File: src/rtl/page_frame_allocator_defines.svh
// ----------------------------------------------------------------------------
// page frame allocator assertion macros
// Shared concurrent assertion helpers; empty when SYNTHESIS is defined.
// ----------------------------------------------------------------------------
`ifndef PAGE_FRAME_ALLOCATOR_DEFINES_SVH
`define PAGE_FRAME_ALLOCATOR_DEFINES_SVH
`ifndef SYNTHESIS
// property that must hold at every clock edge out of reset
`define PFA_ASSERT(lbl, clk, rst_n, prop, msg) \
    lbl: assert property (@(posedge clk) disable iff (!rst_n) prop) else $error(msg);
// expression that must never be true out of reset
`define PFA_ASSERT_NEVER(lbl, clk, rst_n, expr, msg) \
    lbl: assert property (@(posedge clk) disable iff (!rst_n) !(expr)) else $error(msg);
`else
`define PFA_ASSERT(lbl, clk, rst_n, prop, msg)
`define PFA_ASSERT_NEVER(lbl, clk, rst_n, expr, msg)
`endif
`endif

File: src/rtl/pfa_pkg.sv
// ----------------------------------------------------------------------------
// pfa_pkg
// Types, widths and codes shared by the page frame allocator modules.
// ----------------------------------------------------------------------------
`default_nettype none

package pfa_pkg;

    // field widths
    localparam int unsigned OP_W       = 2;
    localparam int unsigned COUNT_W    = 5;
    localparam int unsigned PAGE_W     = 20;
    localparam int unsigned WIDE_W     = 21;
    localparam int unsigned FREE_W     = 21;
    localparam int unsigned STATUS_W   = 2;
    localparam int unsigned TOTAL_W    = 22;
    localparam int unsigned APB_DATA_W = 32;
    localparam int unsigned APB_ADDR_W = 3;

    // default sizes
    localparam int unsigned DEF_FREE_STACK_DEPTH = 1024;
    localparam int unsigned DEF_MAX_RUN          = 16;

    localparam logic [FREE_W-1:0] FREE_MAX = '1;

    typedef enum logic [OP_W-1:0] {
        OP_RETAIN_ANY    = 2'd0,
        OP_RETAIN_CONTIG = 2'd1,
        OP_RELEASE       = 2'd2,
        OP_QUERY         = 2'd3
    } pfa_opcode_t;

    typedef enum logic [STATUS_W-1:0] {
        ST_OK         = 2'd0,
        ST_NO_PAGES   = 2'd1,
        ST_STACK_FULL = 2'd2
    } pfa_status_t;

    typedef enum logic [0:0] {
        REG_START_PAGE = 1'b0,
        REG_TOP_PAGE   = 1'b1
    } pfa_reg_t;

    // controller to datapath
    typedef struct packed {
        logic        load;
        logic        emit;
        logic        pop;
        logic        bump;
        logic        push;
        pfa_status_t status;
        logic        last;
    } pfa_cmd_t;

    // datapath to controller
    typedef struct packed {
        pfa_opcode_t op;
        logic        slot_free;
        logic        cnt_zero;
        logic        cnt_one;
        logic        retain_short;
        logic        stack_full;
        logic        stack_empty;
    } pfa_sts_t;

    // configuration write toward the datapath
    typedef struct packed {
        logic              wr_start;
        logic [WIDE_W-1:0] start_page;
        logic [WIDE_W-1:0] top_page;
    } pfa_cfg_t;

endpackage

`default_nettype wire

File: src/rtl/pfa_ctrl.sv
// ----------------------------------------------------------------------------
// pfa_ctrl
// Request sequencer: accepts a request, checks it, then steps out its items.
// ----------------------------------------------------------------------------
`default_nettype none
`include "page_frame_allocator_defines.svh"

module pfa_ctrl (
    input  wire logic              clk,
    input  wire logic              rst_n,
    input  wire logic              in_valid,
    output logic                   in_ready,
    input  wire pfa_pkg::pfa_sts_t sts,
    output pfa_pkg::pfa_cmd_t      cmd
);

    typedef enum logic [1:0] {
        S_IDLE,
        S_EVAL,
        S_RUN
    } state_t;

    state_t state_reg;
    state_t state_next;

    // next state and commands
    always_comb
    begin
        state_next = state_reg;
        cmd        = '0;
        cmd.status = pfa_pkg::ST_OK;
        in_ready   = (state_reg == S_IDLE);
        unique case (state_reg)
            S_IDLE:
            begin
                if (in_valid)
                begin
                    cmd.load   = 1'b1;
                    state_next = S_EVAL;
                end
            end
            S_EVAL:
            begin
                if (sts.slot_free)
                begin
                    unique case (sts.op)
                        pfa_pkg::OP_RETAIN_ANY, pfa_pkg::OP_RETAIN_CONTIG:
                        begin
                            priority if (sts.cnt_zero)
                            begin
                                cmd.emit   = 1'b1;
                                cmd.last   = 1'b1;
                                state_next = S_IDLE;
                            end
                            else if (sts.retain_short)
                            begin
                                cmd.emit   = 1'b1;
                                cmd.last   = 1'b1;
                                cmd.status = pfa_pkg::ST_NO_PAGES;
                                state_next = S_IDLE;
                            end
                            else
                            begin
                                state_next = S_RUN;
                            end
                        end
                        pfa_pkg::OP_RELEASE:
                        begin
                            cmd.emit = 1'b1;
                            cmd.last = 1'b1;
                            if (sts.stack_full)
                            begin
                                cmd.status = pfa_pkg::ST_STACK_FULL;
                            end
                            else
                            begin
                                cmd.push = 1'b1;
                            end
                            state_next = S_IDLE;
                        end
                        pfa_pkg::OP_QUERY:
                        begin
                            cmd.emit   = 1'b1;
                            cmd.last   = 1'b1;
                            state_next = S_IDLE;
                        end
                    endcase
                end
            end
            S_RUN:
            begin
                if (sts.slot_free)
                begin
                    cmd.emit = 1'b1;
                    cmd.last = sts.cnt_one;
                    // normal mode drains the stack before bumping
                    if ((sts.op == pfa_pkg::OP_RETAIN_ANY) && !sts.stack_empty)
                    begin
                        cmd.pop = 1'b1;
                    end
                    else
                    begin
                        cmd.bump = 1'b1;
                    end
                    if (sts.cnt_one)
                    begin
                        state_next = S_IDLE;
                    end
                end
            end
            default:
            begin
                state_next = S_IDLE;
            end
        endcase
    end

    // state register
    always_ff @(posedge clk or negedge rst_n)
    begin
        if (!rst_n)
        begin
            state_reg <= S_IDLE;
        end
        else
        begin
            state_reg <= state_next;
        end
    end

    `PFA_ASSERT(a_run_has_pages, clk, rst_n, (state_reg == S_RUN) |-> !sts.cnt_zero, "run with no pages left")
    `PFA_ASSERT(a_last_ends_request, clk, rst_n, (cmd.emit && cmd.last) |=> (state_reg == S_IDLE), "last item did not end request")
    `PFA_ASSERT_NEVER(a_one_source, clk, rst_n, cmd.pop && cmd.bump, "pop and bump together")

endmodule

`default_nettype wire

File: config.mk
export PLATFORM = sky130hd
export DESIGN_NAME = pfa_ctrl
export DESIGN_NICKNAME = d
export VERILOG_FILES = /design/src/rtl/pfa_pkg.sv /design/src/rtl/pfa_ctrl.sv
export VERILOG_INCLUDE_DIRS = /design/src /design/src/rtl
export SDC_FILE = /design/constraint.sdc
export NUM_CORES = 1
export LEC_CHECK = 0
export BUFFER_PORTS_ARGS = -buffer_cell sky130_fd_sc_hd__buf_2
export CORE_AREA = 2 2 39 41
export DETAILED_ROUTE_END_ITERATION = 16
export DIE_AREA = 0 0 41 43
export GPL_TIMING_DRIVEN = 1
export PLACE_DENSITY = 0.44
export SETUP_SLACK_MARGIN = 0.15
export SLEW_MARGIN = 10
export SYNTH_ARGS = -nofsm -noshare
export SYNTH_HDL_FRONTEND = slang
export SYNTH_SLANG_ARGS = --single-unit
File: constraint.sdc
create_clock -name clk -period 3.7 [get_ports clk]
set_input_delay 0.74 -clock clk [delete_from_list [all_inputs] [get_ports clk]]
set_output_delay 0.74 -clock clk [all_outputs]
set_load 0.02 [all_outputs]
Yosys cells after proc, flatten, opt, wreduce, memory -nomap -nowiden

Cells that the tools add are included.

Bits in registers: 2
Bits of input ports: 11
Output and inout port bits: 9
Word-level logic and storage cells: 48

Eq/ne operators: 9
Mux-type cells: 31
Reduce and logical (&&, ||, !) cells: 7

Operators by type and width:

| kind               | number |
|---|---|
| $mux 2             | 10 |
| $mux 1             | 11 |
| $ne 2x2->1 const B | 4 |
| $pmux 1 s2         | 4 |
| $pmux 2 s2         | 2 |
| $eq 2x2->1 const B | 3 |
| $mux 3             | 2 |
| $pmux 2 s3         | 1 |
| $eq 2x1->1 const B | 2 |
| $logic_not 2->1    | 2 |
| $mux 4             | 1 |
| $reduce_and 4->1   | 1 |
| $reduce_or 2->1    | 2 |
| $logic_and 1x1->1  | 1 |
| $logic_not 1->1    | 1 |

Depth between registers and ports, before layout

Gate-level depths: netlist of the first run.

Depth after elaboration: 5
Mapped depth: 5
Mapped depth without buffers: 5

Worst setup path before layout of the first run

Ideal clock, no wire load.

Path type: input -> output
From: input port sts[5] in the netlist's numbering
To: output port cmd[1] in the netlist's numbering
Arrival: 1.590 ns
Slack: 1.370 ns
Cell stages on the path: 2
Buffers on the path: 0
Path through: nand2_1 nor4b_1

RTL lines:

| what            | RTL line       | text |
|---|---|---|
| start, declared | pfa_ctrl.sv:13 | `input wire pfa_pkg::pfa_sts_t sts,` |
| end, declared   | pfa_ctrl.sv:14 | `output pfa_pkg::pfa_cmd_t cmd` |

==> impl_metrics.ini, run 1 <==
[logic_synthesis]
synth-simple-area-share_pct = 38.5
synth_area_um2 = 277
seq_area_frac_synth_pct = 18.1
netlist_instances = 30
syn-num-nets = 44
synth_compound_area_share_pct = 15.4
ys_ff_latch = 2
avgSynthCellArea_um2 = 9.22
ys_warn_count = 0
synthXorXnorAreaFrac_pct = 0
synth_cell_types = 19
synth_fa_ha_area_share_pct = 13.6
synth_top_family_by_area = simple AND/OR/NAND/NOR gates
synthMuxAreaShare_pct = 9.05

[global_route]
grt_usage_pct = 9.24
globalRouteOverflowTotal = 0
antenna_found_initial = 0
grt_max_degree = 7
grt_first_pass_wirelength_um = 1030
grt_pass1_vias = 281

[clock_tree]
cts_resized = 0
cts_sinks = 2
postCtsSetupRepairBufs = 0
clock_latency_ps = 220
hold_buffers = 0
clockRootBuffer = clkbuf_4
clk_pin_slew_ps = 30
cts_tree = built
cts_made_buffers = 3
cts_buffer_depth = 2
htreeDepth = 1

[timing]
post-route-min-period_ps = 2290
tightest_slew_ps = 342
post-route-period-util_pct = 62.0
finalSetupViolations = 0
hold_viol_final = 0
relSlewSlack_pct = 77.2
finalMaxSlewViolations = 0
rsz0062_at_grt = no
finClkSkew_ps = 0.00186
fin_tns_setup_ps = 0
clock.fmax_ghz = 0.436

[placement]
place_area_um2 = 392
hpwlAfterDp_um = 583
place.gp.congestion = 0.672
io_buffer_count = 19

[finish]
fillers = 155
largest_reg_flops = 2
syn_to_final_growth_pct = 49.8
postLayoutCellArea_um2 = 414
final_cell_mix = buf_2 (19), inv_1 (4)
drive_gt1_share_pct = 51.9
fin_nets = 68
diodes = 0
final_common_cell = buf_2

[floorplanning]
initial_core_util_pct = 20.0
die_width_um = 41
die_h_um = 43
ios = 20
dieArea_mm2 = 0.00176
coreArea_mm2 = 0.00138
rows = 14

[run_status]
status = complete, no violations

[hold_path]
hp-class = in -> async

[job]
max_cap_viol_count = 0

[critical_path]
cp_max_fo = 6
path_class = in -> out
cp_data_arrival_time_ps = 1550
critPathLaunch = sts[5]
cp_data_required_time_ps = 2960
rr_startpoint = state_reg[0]$_DFFE_PN0P_
critPathCaptureType = output port
start_kind = input pin

[route]
avgViaCountPerCell = 4.38
wl_um = 659
wl_per_cell_um = 9.69
drc = 0
vias = 298
drt_pre_antenna_iters = 3
ant_nets = 0
dr.first_iter.drc_count = 4

[power]
ir_drop_mv = 0.145
cellPowerDensity_mw_per_mm2 = 570
p_leak_nw = 0.224
## cells in the mapped netlist
cell type / instances / share of area (%)
inv_1: 4 / 5.4
ha_1: 3 / 14
nand2_1: 3 / 4.1
nor4b_1: 3 / 9.5
dfrtp_1: 2 / 18
nor3_1: 2 / 3.6
a2111oi_4: 1 / 10
a21boi_0: 1 / 2.7
a21boi_1: 1 / 2.7
and2_1: 1 / 2.3
and2b_4: 1 / 3.6
and3_2: 1 / 2.7
mux2_4: 1 / 5.4
mux2i_1: 1 / 3.6
nand3_1: 1 / 1.8
nor2_1: 1 / 1.4
nor2b_1: 1 / 2.3
nor2b_4: 1 / 5.0
or2_1: 1 / 2.3
## stage by stage
stage	instances	hold slack (ps)	utilization, %	setup slack (ps)	power (mW)
6_report	68	298	29.9	1410	0.236
5_1_grt	68	285	29.9	1280	0.260
2_1_floorplan	30	444	-	1370	0.153
3_5_place_dp	65	527	28.3	1400	0.192
3_3_place_gp	65	528	28.3	1400	0.191
4_1_cts	68	291	29.9	1390	0.242
## worst max-delay path, stage by stage
cell and delay [ps]:
buf_2 120, nand2_1 110, or2_1 250, a21boi_0 150, buf_2 180
## cells by family (layout without fill, tap and decap cells)
group / count (synthesis) / after routing
DFF: 2 / 2
AOI/OAI and AO/OA: 3 / 3
adders and majority gates: 3 / 3
muxes: 2 / 2
and+or+nand+nor: 16 / 16
buffers and inverters: 4 / 26
## final timing paths
path | to | slack [ps] | cells past startpoint
setup / recovery | cmd[6] | 1410 | 5
hold / removal | state_reg[0]$_DFFE_PN0P_ | 300 | 1
setup reg to reg | state_reg[0]$_DFFE_PN0P_ | 2050 | 5
hold reg to reg | state_reg[0]$_DFFE_PN0P_ | 540 | 1
max in group asynchronous | state_reg[1]$_DFFE_PN0P_ | 3310 | 1
min in group clk | state_reg[0]$_DFFE_PN0P_ | 540 | 1
## layout make-up
cell class              instances  area, um^2  area share [%]
multi-input cells              24         211            51.1
repair buffers                 19        95.1            23.0
flip-flops and latches          2        50.0            12.1
clock buffers                   3        22.5            5.44
well taps                      16        20.0            4.83
inverters                       4        15.0            3.63
## power breakdown
group	switching (mW)	total (mW)	leakage (nW)	internal, mW
combinational	0.0782	0.153	0.185	0.0751
clock	0.0114	0.0470	0.0138	0.0357
sequential	0.00543	0.0356	0.0255	0.0301
total	0.0950	0.236	0.224	0.141
## routing by layer
layer  vias up  global-route usage [%]  part of all wire (%)
met4         0                    8.00                   2.6
met3         2                    1.57                   6.1
li1        150                       -                     -
met2         8                    15.6                    56
met1       138                    8.68                    35
met5         -                       0                     0
No activity file was read; power rests on OpenSTA's default activity.
==> inputs of run 2 (changes only) <==
PLACE_DENSITY = 0.45   (was 0.44)
clock period = 1.8 ns   (was 3.7 ns; I/O delays follow)
==> run 2 against run 1 <==
Compared with the run above:
- total power grew 140%
- combinational power grew to 2.6 times the previous value
- non-clock buffer count grew 3
- worst hold slack gained 150 ps
- critical path type is now reg -> out
- design area grew 21%
- cell count grew 4.4%
- die area is the same
- first-iteration DRC count shrank 50%
- sequential share of layout area shrank 2.1 points
- count of clock-buffer cells in the layout is the same
==> impl_metrics.ini, run 2 (synthesis results as in run 1) <==
[run_status]
status = complete, no violations

[critical_path]
critPathCaptureType = output port
critical_path_depth = 6
path_class = reg -> out
r2r_cells = 5
worst-path-buf-inv = 2
r2r-end = state_reg[0]$_DFFE_PN0P_
endpoint = cmd[0]
critical-path-top-delay-family = flip-flops
rr_startpoint = state_reg[0]$_DFFE_PN0P_
critPathMaxStageDelay_ps = 370
r2r_slack_ps = 90
start_kind = flop
cp_data_arrival_time_ps = 1370
cpMaxStageDelayCell = dfrtp_1
crit_chain = inv_2 > ha_4 > nand2_4 > or2_4 > a21boi_2 > buf_4
cp_data_required_time_ps = 1440
cp_max_fo = 4
critPathLaunch = state_reg[1]$_DFFE_PN0P_

[placement]
place_area_um2 = 402
place.gp.congestion = 0.732
io_buffer_count = 19
preCtsSetupSlack_ps = 108
hpwlAfterDp_um = 545

[timing]
clock.fmax_ghz = 0.577
tightest_slew_ps = 334
hold_viol_final = 0
finalMaxSlewViolations = 0
relSlewSlack_pct = 77.7
post-route-period-util_pct = 96.4
post-route-min-period_ps = 1730
finalSetupViolations = 0
rsz0062_at_grt = yes
finClkSkew_ps = 2.11
fin_ws_ps = 65.7

[clock_tree]
cts_made_buffers = 3
htreeDepth = 1
clockRootBuffer = clkbuf_4
cts_sinks = 2
cts_tree = built
clk_pin_slew_ps = 30
clock_latency_ps = 220
cts_buffer_depth = 2

[power]
ir_drop_mv = 0.297
internal-power_uw = 347
p_sw_uw = 227
share_comb_of_total_power_pct = 69.6
p_leak_nw = 0.250
p_seq_share_pct = 13.9
p_total_uw = 574
switching_share_pct = 39.5
cellPowerDensity_mw_per_mm2 = 1140
clockPowerShare_pct = 16.5

[route]
ant_nets = 0
vias = 309
drt_pre_antenna_iters = 2
wl_per_cell_um = 9.70
dr.first_iter.drc_count = 2
avgViaCountPerCell = 4.35
drc = 0
wl_um = 689

[floorplanning]
rows = 14
coreArea_mm2 = 0.00138
die_h_um = 43
initial_core_util_pct = 20.0
dieArea_mm2 = 0.00176
die_width_um = 41
ios = 20

[global_route]
grt_pass1_vias = 314
grt_usage_pct = 9.33
grt_max_degree = 7
antenna_found_initial = 0
globalRouteOverflowTotal = 0
grt_first_pass_wirelength_um = 1090

[finish]
fin_util_pct = 36.3
final_cell_mix = buf_2 (16), buf_4 (5), inv_1 (3), clkbuf_4 (3)
fillers = 155
drive_gt1_share_pct = 69.1
fin_nets = 71
largest_reg_flops = 2
final_common_cell = buf_2
syn_to_final_growth_pct = 81.4
postLayoutCellArea_um2 = 502
diodes = 0

[job]
max_cap_viol_count = 0

[hold_path]
hp-class = in -> reg
## run 2: area by class of cell
type                    instances  area, um^2  area share, %
clock buffers                   3        22.5           4.49
inverters                       4        15.0           2.99
multi-input cells              24         267           53.1
flip-flops and latches          2        50.0           9.98
well taps                      16        20.0           3.99
repair buffers                 22         128           25.4
## run 2: through the flow
stage	hold slack, ps	std cells	TNS, ps
floorplan	64.4	30	-14.1
global placement	147	65	0
finish	452	71	0
detailed placement	148	65	0
CTS	447	71	-1.26
global route	466	71	-17.9
## run 2: worst reg2reg max path, stage by stage (launching register included)
cell and delay (ps):
dfrtp_1 400, inv_1 110, ha_4 190, and2b_4 170, a2111oi_4 380, mux2_4 330
## run 2: routing by layer
layer	share of wire, %	track usage [%]
met3	4.6	3.14
met5	0	0
met4	0	6.00
met1	34	8.01
met2	61	16.6
## run 2: repair_timing
action / in CTS / in global routing
endpoints found under the setup margin: 8 / 10
gates resized for setup: 9 / 4
endpoints found under the hold margin: 2 / 0
hold buffers: 1 / 0
pin swaps: 4 / 2
buffers inserted: 2 / 0
## run 2: worst min-delay path by stage
stage / startpoint / endpoint / slack [ps] / cells past startpoint
after global routing: rst_n / state_reg[0]$_DFFE_PN0P_ / 470 / 2
after detailed placement: rst_n / state_reg[0]$_DFFE_PN0P_ / 150 / 1
final: sts[2] / state_reg[1]$_DFFE_PN0P_ / 450 / 4
after floorplan: rst_n / state_reg[0]$_DFFE_PN0P_ / 60 / 0
after global placement: rst_n / state_reg[0]$_DFFE_PN0P_ / 150 / 1
after CTS: rst_n / state_reg[0]$_DFFE_PN0P_ / 450 / 2
## run 2: power by group through the flow
stage / logic (mW) / registers (mW) / clock network [mW]
finish: 0.399 / 0.0797 / 0.0948
global route: 0.436 / 0.0817 / 0.108
CTS: 0.394 / 0.0801 / 0.101
detailed placement: 0.326 / 0.0745 / 0
global placement: 0.326 / 0.0742 / 0
floorplan: 0.252 / 0.0712 / 0
==> inputs of run 3 (changes only) <==
ABC_AREA = 1   (was not set)
CTS_BUF_LIST = sky130_fd_sc_hd__clkbuf_4   (was not set)
==> run 3 against run 2 <==
Compared with the run above:
- sequential cell count unchanged
- count of clock-buffer cells in the layout unchanged
- sequential power increased by 1%
- synthesized cell count increased by 67%
- area after synthesis decreased by 1.4%
- critical path depth decreased by 1
- clock power increased by 1%
- critical path type unchanged
- largest power group unchanged
- highest routed layer unchanged
==> impl_metrics.ini, run 3 <==
[critical_path]
cpMaxStageDelayCell = dfrtp_1
cp_max_fo = 3
critPathMaxStageDelay_ps = 410
crit_chain = inv_2 > ha_1 > inv_1 > a21oi_1 > buf_4
critPathCaptureType = output port
r2r_slack_ps = 390
rr_startpoint = state_reg[1]$_DFFE_PN0P_
cp_data_arrival_time_ps = 1300
cp_data_required_time_ps = 1440
r2r_cells = 10
start_kind = flop
path_class = reg -> out
r2r-end = state_reg[0]$_DFFE_PN0P_

[power]
ir_drop_mv = 0.257
cellPowerDensity_mw_per_mm2 = 1060
p_total_uw = 548
p_leak_nw = 0.308

[global_route]
grt_usage_pct = 8.43
grt_max_degree = 7
globalRouteOverflowTotal = 0
antenna_found_initial = 0
grt_pass1_vias = 285
grt_first_pass_wirelength_um = 1050

[clock_tree]
clock_latency_ps = 220
cts_buffer_depth = 2
clk_pin_slew_ps = 30
htreeDepth = 1
clockRootBuffer = clkbuf_4
cts_made_buffers = 3
cts_sinks = 2
cts_tree = built

[logic_synthesis]
synth.most_common_cell = nand2_1
seq_area_frac_synth_pct = 18.3
synth.cells.most_frequent = nand2_1 (19), inv_1 (11), nor2_1 (4), a21oi_1 (3), ha_1 (3)
synth_area_leaders = nand2_1 (26%), dfrtp_1 (18%), inv_1 (15%), ha_1 (14%), a21oi_1 (5.5%)
synth-edff-count = 0
async_flop_share_pct = 100
ys_ff_latch = 2
yosysTopAreaCellShare_pct = 26.1
ys_warn_count = 0
syn-num-nets = 64
synth_cell_types = 12
synth_ff_type = dfrtp_1
yosysTopAreaCell = nand2_1
netlist_instances = 50
avgSynthCellArea_um2 = 5.46
synth_area_um2 = 273

[route]
dr.first_iter.drc_count = 7
drt_pre_antenna_iters = 3
avgViaCountPerCell = 4.18
drc = 0
vias = 393
wl_per_cell_um = 7.80
ant_nets = 0
wl_um = 733

[floorplanning]
rows = 14
dieArea_mm2 = 0.00176
die_width_um = 41
initial_core_util_pct = 19.7
die_h_um = 43
ios = 20
coreArea_mm2 = 0.00138

[finish]
final_cells = 94
final_cell_mix = nand2_1 (16), buf_2 (16), inv_1 (8), buf_4 (8)
diodes = 0
syn_to_final_growth_pct = 90.4
fin_nets = 94
largest_reg_flops = 2
drive_gt1_share_pct = 51.3
fillers = 154

[hold_path]
hp-class = in -> async

[placement]
place.gp.congestion = 0.647
hpwlAfterDp_um = 553
io_buffer_count = 19
preCtsSetupSlack_ps = 213
dp.cells = 85

[timing]
holdWs_ps = 457
hold_viol_final = 0
post-route-period-util_pct = 92.1
finClkSkew_ps = 1.56
finalSetupViolations = 0
rsz0062_at_grt = yes
relSlewSlack_pct = 87.6
fin_ws_ps = 143
post-route-min-period_ps = 1660
clock.fmax_ghz = 0.603
fin_tns_setup_ps = 0
finalMaxSlewViolations = 0
tightest_slew_ps = 184

[job]
max_cap_viol_count = 0

[run_status]
status = complete, no violations
[run 3: changes by cell type after synthesis, sizes merged, moves of 3 or more]
cell   previous run  this run
a21oi             0         3
nor4b             3         0
nand2             3        19
nor2              1         5
inv               4        12
[run 3: timing repair]
item                                   CTS  global route
gates resized for setup                 10             5
gates cloned                             0             0
pin swaps                                0             0
endpoints found under the hold margin    2             0
setup endpoints to repair                7             6
setup buffers                            3             2
hold buffers                             1             0
[run 3: power breakdown]
part	internal [mW]	leakage [nW]	switching (mW)	total, mW
registers	0.0611	0.0258	0.0196	0.0807
clock network	0.0733	0.0138	0.0229	0.0962
logic	0.156	0.268	0.216	0.371
[run 3: critical path: cells and delay by family (launching register included)]
| family | cells | cell delay [ps] |
|---|---|---|
| flops | 1 | 410 |
| buf+inv | 3 | 280 |
| fa+ha+maj | 1 | 280 |
| compound gates | 1 | 110 |
[run 3: cell families after synthesis]
logic type,after synthesis,share of synthesized area (%)
AND/OR/NAND/NOR,29,44.0
buffers and inverters,12,16.5
AO/OA/AOI/OAI,4,7.34
adder cells (fa/ha/maj),3,13.8
flip-flops,2,18.3
[run 3: cell type report]
cell class,instances,area [um^2],share of cell area [%]
multi-input combinational,36,231,44.6
clock buffer,3,22.5,4.34
inverter,12,45.0,8.67
tap,16,20.0,3.86
sequential,2,50.0,9.64
timing repair buffer,25,150,28.9
[run 3: how the worst max path moves through the flow]
| stage | from | end | slack [ps] | cells after the start |
|---|---|---|---|---|
| floorplan | state_reg[1]$_DFFE_PN0P_ | cmd[3] | 200 | 4 |
| global placement | state_reg[1]$_DFFE_PN0P_ | cmd[0] | 250 | 7 |
| detailed placement | state_reg[1]$_DFFE_PN0P_ | cmd[0] | 210 | 7 |
| CTS | state_reg[0]$_DFFE_PN0P_ | cmd[5] | 120 | 5 |
| global route | state_reg[0]$_DFFE_PN0P_ | cmd[6] | 60 | 5 |
| finish | state_reg[0]$_DFFE_PN0P_ | cmd[6] | 140 | 5 |
[run 3: routing by layer]
layer	vias to the layer above	global-route usage, %	wire, um
met5	-	0	0
met3	0	1.57	27
met4	0	4.00	0
met2	7	13.1	395
li1	207	-	-
met1	179	10.6	311
[run 3: per-stage QoR]
step           util, %  cell area, um^2
2_1_floorplan        -              285
3_3_place_gp      28.9              400
3_5_place_dp      28.9              400
4_1_cts           35.2              487
5_1_grt           37.5              519
6_report          37.5              519
